$ cat src/pdl_pkg.sv
// ----------------------------------------------------------------------------
// pdl_pkg
// Types, codes and sizes shared by the draw list front end, the command
// queue, the list engine and the top level.
// ----------------------------------------------------------------------------
package pdl_pkg;

	localparam int NumEntries = 32;   // usable entry indices, 0..31
	localparam int NumIds     = 32;   // entry index space and list slots
	localparam int EntryW     = 5;
	localparam int PrioW      = 8;
	localparam int IdxW       = $clog2(NumIds);
	localparam int LenW       = $clog2(NumIds + 1);
	localparam int QueueDepth = 2;
	localparam int QPtrW      = $clog2(QueueDepth);
	localparam int QCntW      = $clog2(QueueDepth + 1);

	typedef enum logic [1:0] {
		OP_INSERT = 2'd0,
		OP_REMOVE = 2'd1,
		OP_CHANGE = 2'd2,
		OP_WALK   = 2'd3
	} op_t;

	typedef enum logic [1:0] {
		ST_OK       = 2'd0,
		ST_EMPTY    = 2'd1,
		ST_DISABLED = 2'd2,
		ST_MISUSE   = 2'd3
	} status_t;

	typedef enum logic [2:0] {
		CMD_REPLY,
		CMD_INSERT,
		CMD_REMOVE,
		CMD_CHANGE,
		CMD_WALK
	} cmd_kind_t;

	typedef enum logic [1:0] {
		BK_IDLE,
		BK_WALK,
		BK_RELINK
	} bk_state_t;

	typedef struct packed {
		op_t                op;
		logic [EntryW-1:0]  entry;
		logic [PrioW-1:0]   priority_req;
	} req_t;

	typedef struct packed {
		logic [EntryW-1:0]  entry_out;
		logic [PrioW-1:0]   priority_out;
		logic               last;
		status_t            status;
	} rsp_t;

	// Classified request as handed from the front end to the list engine.
	typedef struct packed {
		cmd_kind_t          kind;
		logic [EntryW-1:0]  entry;
		logic [PrioW-1:0]   prio;
		status_t            status;
	} cmd_t;

	// Handshake between a queue and its reader.
	typedef struct packed {
		logic valid;
		cmd_t cmd;
	} q_head_t;

endpackage

$ cat src/pdl_front.sv
// ----------------------------------------------------------------------------
// pdl_front
// Accepts requests, checks them against the entry table and turns each into
// a list command or a direct reply. Owns presence, per-entry priority, the
// entry count and the draw enable register.
// ----------------------------------------------------------------------------
module pdl_front import pdl_pkg::*; (
	input  logic  clk,
	input  logic  arst_n,
	input  logic  req_valid,
	input  req_t  req,
	output logic  req_stall,
	input  logic  cfg_valid,
	input  logic  cfg_data,
	input  logic  q_full,
	output logic  q_push,
	output cmd_t  q_cmd
);

	logic [NumIds-1:0] present_q;
	logic [PrioW-1:0]  prio_q [NumIds];
	logic [LenW-1:0]   count_q;
	logic              enable_q;

	logic accept;
	logic ent_ok;
	logic is_present;
	logic set_present;
	logic clr_present;
	logic set_prio;

	assign req_stall  = q_full;
	assign accept     = req_valid && !q_full;
	assign ent_ok     = 32'(req.entry) < 32'(NumEntries);
	assign is_present = ent_ok && present_q[req.entry];
	assign q_push     = accept;

	always_comb begin
		q_cmd       = '{kind: CMD_REPLY, entry: req.entry, prio: '0, status: ST_MISUSE};
		set_present = 1'b0;
		clr_present = 1'b0;
		set_prio    = 1'b0;
		case (req.op)
			OP_INSERT: begin
				if (ent_ok && !is_present) begin
					q_cmd.kind   = CMD_INSERT;
					q_cmd.prio   = req.priority_req;
					q_cmd.status = ST_OK;
					set_present  = 1'b1;
					set_prio     = 1'b1;
				end
			end
			OP_REMOVE: begin
				if (is_present) begin
					q_cmd.kind   = CMD_REMOVE;
					q_cmd.prio   = prio_q[req.entry];
					q_cmd.status = ST_OK;
					clr_present  = 1'b1;
				end
			end
			OP_CHANGE: begin
				if (is_present) begin
					q_cmd.kind   = CMD_CHANGE;
					q_cmd.prio   = req.priority_req;
					q_cmd.status = ST_OK;
					set_prio     = 1'b1;
				end
			end
			OP_WALK: begin
				q_cmd.entry = '0;
				if (!enable_q) begin
					q_cmd.status = ST_DISABLED;
				end else if (count_q == '0) begin
					q_cmd.status = ST_EMPTY;
				end else begin
					q_cmd.kind   = CMD_WALK;
					q_cmd.status = ST_OK;
				end
			end
			default: ;
		endcase
	end

	always_ff @(posedge clk or negedge arst_n) begin
		if (!arst_n) begin
			present_q <= '0;
			count_q   <= '0;
			enable_q  <= 1'b1;
			for (int i = 0; i < NumIds; i++) prio_q[i] <= '0;
		end else begin
			if (cfg_valid) enable_q <= cfg_data;
			if (accept) begin
				if (set_present) begin
					present_q[req.entry] <= 1'b1;
					count_q              <= count_q + LenW'(1);
				end
				if (clr_present) begin
					present_q[req.entry] <= 1'b0;
					count_q              <= count_q - LenW'(1);
				end
				if (set_prio) prio_q[req.entry] <= req.priority_req;
			end
		end
	end

endmodule

$ cat src/pdl_queue.sv
// ----------------------------------------------------------------------------
// pdl_queue
// Short command FIFO between the front end and the list engine.
// ----------------------------------------------------------------------------
module pdl_queue import pdl_pkg::*; (
	input  logic    clk,
	input  logic    arst_n,
	input  logic    push,
	input  cmd_t    push_cmd,
	output logic    full,
	input  logic    pop,
	output q_head_t head
);

	cmd_t             mem_q [QueueDepth];
	logic [QPtrW-1:0] wr_q;
	logic [QPtrW-1:0] rd_q;
	logic [QCntW-1:0] cnt_q;

	logic do_push;
	logic do_pop;

	assign full       = cnt_q == QCntW'(QueueDepth);
	assign head.valid = cnt_q != '0;
	assign head.cmd   = mem_q[rd_q];
	assign do_push    = push && !full;
	assign do_pop     = pop && head.valid;

	always_ff @(posedge clk) begin
		if (do_push) mem_q[wr_q] <= push_cmd;
	end

	always_ff @(posedge clk or negedge arst_n) begin
		if (!arst_n) begin
			wr_q  <= '0;
			rd_q  <= '0;
			cnt_q <= '0;
		end else begin
			if (do_push) begin
				wr_q <= (32'(wr_q) == QueueDepth - 1) ? '0 : wr_q + QPtrW'(1);
			end
			if (do_pop) begin
				rd_q <= (32'(rd_q) == QueueDepth - 1) ? '0 : rd_q + QPtrW'(1);
			end
			case ({do_push, do_pop})
				2'b10:   cnt_q <= cnt_q + QCntW'(1);
				2'b01:   cnt_q <= cnt_q - QCntW'(1);
				default: ;
			endcase
		end
	end

endmodule

$ cat src/pdl_back.sv
// ----------------------------------------------------------------------------
// pdl_back
// List engine: a chain of slot cells kept in priority order. Insert and
// remove shift the chain; a walk steps through the slots and feeds the
// response register one entry per cycle while the response is not stalled.
// ----------------------------------------------------------------------------
module pdl_back import pdl_pkg::*; (
	input  logic    clk,
	input  logic    arst_n,
	input  q_head_t head,
	output logic    pop,
	output logic    rsp_valid,
	output rsp_t    rsp,
	input  logic    rsp_stall
);

	logic [EntryW-1:0] slot_ent_q  [NumIds];
	logic [PrioW-1:0]  slot_prio_q [NumIds];
	logic [LenW-1:0]   len_q;
	logic [IdxW-1:0]   idx_q;
	cmd_t              hold_q;
	bk_state_t         state_q;
	rsp_t              out_q;
	logic              out_valid_q;

	bk_state_t         state_d;
	logic [LenW-1:0]   len_d;
	logic [IdxW-1:0]   idx_d;
	cmd_t              hold_d;
	logic              can_emit;
	logic              emit;
	rsp_t              emit_data;
	logic              do_ins;
	logic              do_rem;
	cmd_t              ins_cmd;
	logic              walk_last;

	logic [NumIds-1:0] le;
	logic [NumIds-1:0] gone;
	logic [EntryW-1:0] ins_ent  [NumIds];
	logic [PrioW-1:0]  ins_prio [NumIds];
	logic [EntryW-1:0] rem_ent  [NumIds];
	logic [PrioW-1:0]  rem_prio [NumIds];

	assign can_emit  = !out_valid_q || !rsp_stall;
	assign ins_cmd   = (state_q == BK_RELINK) ? hold_q : head.cmd;
	assign walk_last = (LenW'(idx_q) + LenW'(1)) == len_q;
	assign rsp_valid = out_valid_q;
	assign rsp       = out_q;

	// Insert: cells at or below the new priority hold, the first cell past
	// them takes the new entry, the rest move up by one.
	always_comb begin
		for (int i = 0; i < NumIds; i++) begin
			le[i] = (LenW'(i) < len_q) && (slot_prio_q[i] <= ins_cmd.prio);
		end
		for (int i = 0; i < NumIds; i++) begin
			if (le[i]) begin
				ins_ent[i]  = slot_ent_q[i];
				ins_prio[i] = slot_prio_q[i];
			end else if (i == 0 || le[(i == 0) ? 0 : i - 1]) begin
				ins_ent[i]  = ins_cmd.entry;
				ins_prio[i] = ins_cmd.prio;
			end else begin
				ins_ent[i]  = slot_ent_q[(i == 0) ? 0 : i - 1];
				ins_prio[i] = slot_prio_q[(i == 0) ? 0 : i - 1];
			end
		end
	end

	// Remove: every cell from the match onward takes its upper neighbor.
	always_comb begin
		for (int i = 0; i < NumIds; i++) begin
			gone[i] = (LenW'(i) < len_q) && (slot_ent_q[i] == head.cmd.entry);
			if (i > 0) gone[i] = gone[i] | gone[(i == 0) ? 0 : i - 1];
		end
		for (int i = 0; i < NumIds; i++) begin
			if (gone[i] && i + 1 < NumIds) begin
				rem_ent[i]  = slot_ent_q[(i + 1 < NumIds) ? i + 1 : i];
				rem_prio[i] = slot_prio_q[(i + 1 < NumIds) ? i + 1 : i];
			end else begin
				rem_ent[i]  = slot_ent_q[i];
				rem_prio[i] = slot_prio_q[i];
			end
		end
	end

	always_comb begin
		state_d   = state_q;
		len_d     = len_q;
		idx_d     = idx_q;
		hold_d    = hold_q;
		pop       = 1'b0;
		do_ins    = 1'b0;
		do_rem    = 1'b0;
		emit      = 1'b0;
		emit_data = '{entry_out: head.cmd.entry, priority_out: head.cmd.prio,
			last: 1'b1, status: head.cmd.status};
		case (state_q)
			BK_IDLE: begin
				if (head.valid && can_emit) begin
					pop = 1'b1;
					case (head.cmd.kind)
						CMD_REPLY: begin
							emit = 1'b1;
						end
						CMD_INSERT: begin
							do_ins = 1'b1;
							len_d  = len_q + LenW'(1);
							emit   = 1'b1;
						end
						CMD_REMOVE: begin
							do_rem = 1'b1;
							len_d  = len_q - LenW'(1);
							emit   = 1'b1;
						end
						CMD_CHANGE: begin
							do_rem  = 1'b1;
							len_d   = len_q - LenW'(1);
							hold_d  = head.cmd;
							state_d = BK_RELINK;
						end
						CMD_WALK: begin
							idx_d   = '0;
							state_d = BK_WALK;
						end
						default: ;
					endcase
				end
			end
			BK_RELINK: begin
				if (can_emit) begin
					do_ins    = 1'b1;
					len_d     = len_q + LenW'(1);
					emit      = 1'b1;
					emit_data = '{entry_out: hold_q.entry, priority_out: hold_q.prio,
						last: 1'b1, status: ST_OK};
					state_d   = BK_IDLE;
				end
			end
			BK_WALK: begin
				if (can_emit) begin
					emit      = 1'b1;
					emit_data = '{entry_out: slot_ent_q[idx_q], priority_out: slot_prio_q[idx_q],
						last: walk_last, status: ST_OK};
					if (walk_last) begin
						state_d = BK_IDLE;
					end else begin
						idx_d = idx_q + IdxW'(1);
					end
				end
			end
			default: state_d = BK_IDLE;
		endcase
	end

	always_ff @(posedge clk) begin
		if (emit) out_q <= emit_data;
		hold_q <= hold_d;
		for (int i = 0; i < NumIds; i++) begin
			if (do_ins) begin
				slot_ent_q[i]  <= ins_ent[i];
				slot_prio_q[i] <= ins_prio[i];
			end else if (do_rem) begin
				slot_ent_q[i]  <= rem_ent[i];
				slot_prio_q[i] <= rem_prio[i];
			end
		end
	end

	always_ff @(posedge clk or negedge arst_n) begin
		if (!arst_n) begin
			state_q     <= BK_IDLE;
			len_q       <= '0;
			idx_q       <= '0;
			out_valid_q <= 1'b0;
		end else begin
			state_q <= state_d;
			len_q   <= len_d;
			idx_q   <= idx_d;
			if (emit) begin
				out_valid_q <= 1'b1;
			end else if (!rsp_stall) begin
				out_valid_q <= 1'b0;
			end
		end
	end

endmodule

$ cat src/priority_ordered_draw_list.sv
// Path: an accepted request passes through the command queue, and its result is
//   registered in the response register before it is shown on the response port.
// Engine work: a priority change is an unlink, then a relink; a walk gives
//   one result per listed entry. The engine has a single slot chain and
//   works on one command at a time.
// Reset (arst_n low): list and queue empty, draw enable set, no response.
// ----------------------------------------------------------------------------
// priority_ordered_draw_list
// Draw list kept sorted by 8-bit priority, lowest first, stable among equal
// priorities. Front end classifies requests, a short queue decouples it from
// the list engine, which shifts the slot chain and streams walk results.
// ----------------------------------------------------------------------------
module priority_ordered_draw_list import pdl_pkg::*; (
	input  logic clk,
	input  logic arst_n,
	// request channel
	input  logic req_valid,
	input  req_t req,
	output logic req_stall,
	// response channel
	output logic rsp_valid,
	output rsp_t rsp,
	input  logic rsp_stall,
	// draw enable register write
	input  logic cfg_valid,
	input  logic cfg_data,
	output logic cfg_ready
);

	logic    q_full;
	logic    q_push;
	cmd_t    q_cmd;
	logic    q_pop;
	q_head_t q_head;

	// The register is a plain flop in the front end: always take the write.
	assign cfg_ready = 1'b1;

	// Front end: check presence, decide the reply or list command, and
	// advance the entry table at once so later requests see the new state.
	pdl_front u_front (
		.clk       (clk),
		.arst_n    (arst_n),
		.req_valid (req_valid),
		.req       (req),
		.req_stall (req_stall),
		.cfg_valid (cfg_valid && cfg_ready),
		.cfg_data  (cfg_data),
		.q_full    (q_full),
		.q_push    (q_push),
		.q_cmd     (q_cmd)
	);

	// Hold classified commands while the engine is busy with a walk or a
	// relink or held by a stalled response; a full queue stalls the request side.
	pdl_queue u_queue (
		.clk      (clk),
		.arst_n   (arst_n),
		.push     (q_push),
		.push_cmd (q_cmd),
		.full     (q_full),
		.pop      (q_pop),
		.head     (q_head)
	);

	// List engine: shift the slot chain and drive the response register,
	// which lets the engine run ahead of a stalled consumer by one result.
	pdl_back u_back (
		.clk       (clk),
		.arst_n    (arst_n),
		.head      (q_head),
		.pop       (q_pop),
		.rsp_valid (rsp_valid),
		.rsp       (rsp),
		.rsp_stall (rsp_stall)
	);

endmodule

$ cat config.mk
export PLATFORM = sky130hd
export DESIGN_NAME = priority_ordered_draw_list
export DESIGN_NICKNAME = d
export VERILOG_FILES = /design/src/pdl_pkg.sv /design/src/pdl_front.sv /design/src/pdl_queue.sv /design/src/pdl_back.sv /design/src/priority_ordered_draw_list.sv
export SDC_FILE = /design/constraint.sdc
export NUM_CORES = 2
export LEC_CHECK = 0
export BUFFER_PORTS_ARGS = -buffer_cell sky130_fd_sc_hd__buf_2
export CORE_MARGIN = 5
export CORE_UTILIZATION = 55
export CTS_CLUSTER_SIZE = 16
export DETAILED_ROUTE_END_ITERATION = 7
export PLACE_DENSITY_LB_ADDON = 0.05
export SYNTH_ARGS = -nofsm -noshare
export SYNTH_HDL_FRONTEND = slang
export SYNTH_SLANG_ARGS = --single-unit
$ cat constraint.sdc
create_clock -name clk -period 5.4 [get_ports clk]
set_clock_uncertainty 0.05 [all_clocks]
set_input_delay 0.54 -clock clk [delete_from_list [all_inputs] [get_ports clk]]
set_output_delay 0.54 -clock clk [all_outputs]
set_load 0.01 [all_outputs]
After elaboration in Yosys (flattened, before gate mapping)
Memories as Yosys holds them, arrays and structs flattened.
Index checks and enable logic that the tools add are counted.
Word-level totals
  flip-flop bits (word level): 344
  memory bits (writable): 452
  output and inout bits: 19
  memories: 3
Memories
  u_back.slot_prio_q: depth 32, width 8, read ports 33, clocked after memory_dff 0, wr ports 32, RTL line pdl_back.sv:18  | logic [PrioW-1:0] slot_prio_q [NumIds];
  u_back.slot_ent_q: depth 32, width 5, read ports 33, clocked after memory_dff 0, wr ports 32, RTL line pdl_back.sv:17  | logic [EntryW-1:0] slot_ent_q [NumIds];
  u_queue.mem_q: depth 2, width 18, read ports 1, clocked after memory_dff 0, wr ports 1, RTL line pdl_queue.sv:15  | cmd_t mem_q [QueueDepth];
Cells by class
  $add $sub $neg: 10
  magnitude comparators: 68
  equality and inequality tests: 53
  multiplexer cells: 329
  bitwise logic cells: 98
  reductions and logical operators: 91
Operators with widths (count)
  $mux 8: 129
  $mux 5: 131
  $bwmux 256: 1
  $le 8x8->1: 32
  $eq 5x5->1: 31
  $lt 5x6->1 const A: 16
  $mux 32: 3
  $or 1x1->1: 94
  $logic_and 1x1->1: 69
  $lt 4x6->1 const A: 8
  $bmux 8 s5: 1
  $demux 8 s5: 1
  $and 32x32->32: 1
  $mux 16: 2
  $not 32->32: 1
  $or 32x32->32: 1
  $pmux 16 s2: 1
  $mux 10: 3
  $mux 1: 29
  $lt 3x6->1 const A: 4
  $mux 6: 4
  $pmux 6 s2: 2
  $pmux 8 s3: 1
  $mux 15: 1
  45 further kinds: 83

Logic depth before layout (Yosys ltp)
An unclocked memory read counts as a cell.
  word-level depth: 35
  gate-level depth with buffers: 17
  depth with buffers taken out: 13

Hierarchy
A second synthesis with hierarchy kept.
Unflattened totals
  cell total of the unflattened synthesis: 5040
  area total of the unflattened synthesis: 52997.1 µm²
By module, submodules not included
  pdl_back: times used 1, cells an instance 3836, area each 36213.5 µm²
  pdl_front: times used 1, cells an instance 1128, area each 15267.1 µm²
  pdl_queue: times used 1, cells an instance 74, area each 1505.2 µm²
  priority_ordered_draw_list: times used 1, cells an instance 2, area each 11.3 µm²

Worst setup path after synthesis
OpenSTA, ideal clock, no wires.
  path kind: flip-flop to flip-flop
  start: register u_back.state_q[0]
  end: memory u_back.slot_ent_q[5][0], enable pin
  setup time: 408 ps
  data arrival time: 5161 ps
  data required time: 4942 ps
  path slack: -219 ps
  cell stages (with the launch flop): 16
  path buffers: 5
  cell sequence: dfrtp_1 -> inv_1 -> ha_1 -> clkbuf_1 -> buf_1 -> mux2_2 -> clkbuf_1 -> ha_1 -> nand3_1 -> nor3_1 -> a21oi_1 -> a21o_1 -> clkbuf_1 -> clkbuf_1 -> nor2_1 -> a311oi_1
RTL lines
  start: declaration: RTL line pdl_back.sv:22  | bk_state_t state_q;
  start signal: assignment: RTL line pdl_back.sv:178  | state_q <= state_d;
  end: declaration: RTL line pdl_back.sv:17

==> summary.txt <==
RD Place Congestion - 0.935
Startpoint type of the worst setup path - flip-flop
Area Growth Syn to Fin - 9.44%
CP Data Arrival Time - 5.03 ns
Diodes inserted - 0
FP Rows - 112
Tcrit/Tclk final - 88.4%
PortBufs - 38
Starting density of the core - 55.2%
Initial antenna violation count - 8
RSZ-0062 raised after global routing - false
DR pass1 iterations - 6
Post-route ant nets - 0
Sequential area share after synthesis - 43.4%
FF/Latch Area - 22300 um^2
Via count - 38071
Core Footprint - 93000 um^2
H-tree Lvls - 3
Share of post-route cells with drive strength above 1 - 19.2%
WL met2 - 70900 um
Max Used Layer - met5
Synth Area per Inst - 11.4 um^2
Worst slew pin tran - 1.23 ns
Die width - 316 um
CTS resizes - 0
Post-Route M1 WL - 71200 um
Commonest non-fill, non-tap cell in the layout - edfxtp_1
Max FO, Critical Path - 23
Final setup violation count - 0
First-pass GRT wire length - 248000 um
Rel. slew slack - 17.3%
Register clock-pin slew on the reported worst setup and hold paths - 0.07 ns
Synth Register Bits - 794
Yosys Warn Count - 0
DR WL/cell - 29.0 um
Maximum clock path buffer count - 3
Clk sinks - 794
DPL Wire Length - 117000 um
Met3 wire length - 19600 um
Multi-input logic area - 27500 um^2
Mapped Area - 51400 um^2
Syn_nets - 4816
Worst-Skew Late Latency - 0.70 ns
Final hold violation count - 0
CTS tree - done
GRT Total Usage - 33.3%
Root buffer cell - clkbuf_16
Setup TNS - 0 ns
Drt drc - 0
Slew Limit Fails - 0
IO Pins - 40
# Max-Cap Violations - 0
Fillcell total - 7772
Netlist cell types - 79
Die height - 316 um
Most frequent cells in the layout - 481 x edfxtp_1, 463 x a21oi_1, 453 x mux2i_1
DRC marker count from the first detailed-route iteration - 4349
Area of the die - 99600 um^2
Vias in the first global route - 36891
Routed WL - 169000 um
TritonCTS Buffers - 90
Crit path kind - flip-flop to flip-flop
Crit path time final - 4.78 ns
Top_reg_cell synth - edfxtp_1
Synth Instances - 4523
Crit. End Element - flip-flop
# nets final - 4775
Grt total ovfl - 0
Outcome - finished, final reports clean
HP Class - input pin to flip-flop
Ys async rst share - 39.4%
Largest net degree at the start of global routing - 193
Max frequency - 0.209 GHz
CP required - 5.66 ns
Routed vias/inst - 6.55
Number of enable flip-flop cells after synthesis - 481
-- kinds of logic (layout without fill, tap and decap cells) --
group	Yosys count	after routing	share of synthesized area [%]
mux	899	899	22.7
compound gates	1043	1043	11.8
xor+xnor	180	180	3.07
fa+ha+maj	272	272	6.64
flops	794	794	43.4
other cells	1	1	0.00730
buf+inv	394	427	3.34
simple gates	940	940	9.04
-- critical path, cell delays in order, from the launching register on --
cell	delay [ns]
dfrtp_1	0.92
buf_4	0.35
mux2i_4	0.35
buf_4	0.42
xnor2_1	0.13
nor4_1	0.33
nand3_1	0.16
o31ai_1	0.20
nor3_2	0.20
and4b_1	0.29
o21ai_1	0.95
-- repair_timing --
action                                 in CTS  in global routing
endpoints found under the hold margin      82                  0
hold buffers                                2                  0
buffers inserted                            0                  0
setup endpoints to repair                   0                  0
-- per-layer routing --
layer / track usage [%] / vias to the layer above
met5: 0 / -
met4: 12.3 / 2
met3: 10.9 / 361
met1: 47.7 / 18983
li1: - / 16824
met2: 47.8 / 1901
-- cell type report --
cell class | instances | area share, %
multi-input combinational | 3335 | 49.0
sequential | 794 | 39.6
clock buffer | 123 | 4.61
tap | 1254 | 2.79
timing repair buffer | 195 | 2.78
clock inverter | 43 | 0.735
inverter | 66 | 0.467
-- stage by stage --
step	setup WS (ns)	cell area [um^2]	cells	hold slack [ns]	utilization (%)
final	0.624	56200	5810	0.0607	60.4
after global routing	0.284	56200	5810	0.0928	60.4
after CTS	0.684	56200	5810	0.0206	60.4
after detailed placement	0.709	53200	5642	0.428	57.2
after global placement	0.753	53200	5642	0.427	57.2
after floorplan	0.0472	51400	4523	0.194	-
-- cells in the mapped netlist, types with 22 or more instances --
library cell	instances	share of area [%]
a21o_1	58	0.85
a21oi_1	469	4.6
a22o_1	22	0.38
a22oi_1	35	0.51
a31oi_1	26	0.32
and3_1	22	0.27
buf_2	38	0.37
clkbuf_1	248	1.8
dfrtp_1	312	15
edfxtp_1	481	28
ha_1	271	6.6
inv_1	61	0.45
mux2_2	125	2.7
mux2_4	192	5.6
mux2i_1	457	8.9
mux4_2	124	5.4
nand2_1	269	2.0
nand3_1	64	0.62
nand3b_1	23	0.34
nand4_1	48	0.58
nor2_1	334	2.4
nor2b_1	33	0.40
nor3_1	25	0.24
o21a_1	47	0.69
o21ai_0	253	2.5
o221ai_1	33	0.56
o22ai_1	35	0.43
xnor2_1	168	2.9
-- sequential cells by signal, summed over array words and instances, names as in the netlist, 5 cells and up --
name	count
u_front.prio_q	256
u_front.count_q	6
u_back.slot_ent_q	160
u_back.slot_prio_q	256
u_front.present_q	32
u_back.rsp	16
u_back.idx_q	5
u_back.hold_q	13
u_queue.mem_q	36
u_back.len_q	6
-- final timing paths --
kind	startpoint	endpoint	slack, ns	cells past startpoint
min reg2reg	u_front.count_q[5]$_DFFE_PN0P_	u_front.count_q[5]$_DFFE_PN0P_	0.44	1
min in group asynchronous	arst_n	u_back.idx_q[4]$_DFFE_PN0P_	0.37	2
max in group asynchronous	arst_n	u_front.prio_q[183]$_DFFE_PN0P_	3.73	3
max reg2reg	u_queue.rd_q$_DFFE_PN0P_	u_back.slot_prio_q[23][0]$_DFFE_PP_	0.62	10
max	u_queue.rd_q$_DFFE_PN0P_	u_back.slot_prio_q[23][0]$_DFFE_PP_	0.62	10
min	cfg_data	u_front.enable_q$_DFFE_PN1P_	0.06	3
Power is not shown: default switching activity piles up to over one toggle a cycle in this logic, so the estimate is an artifact.
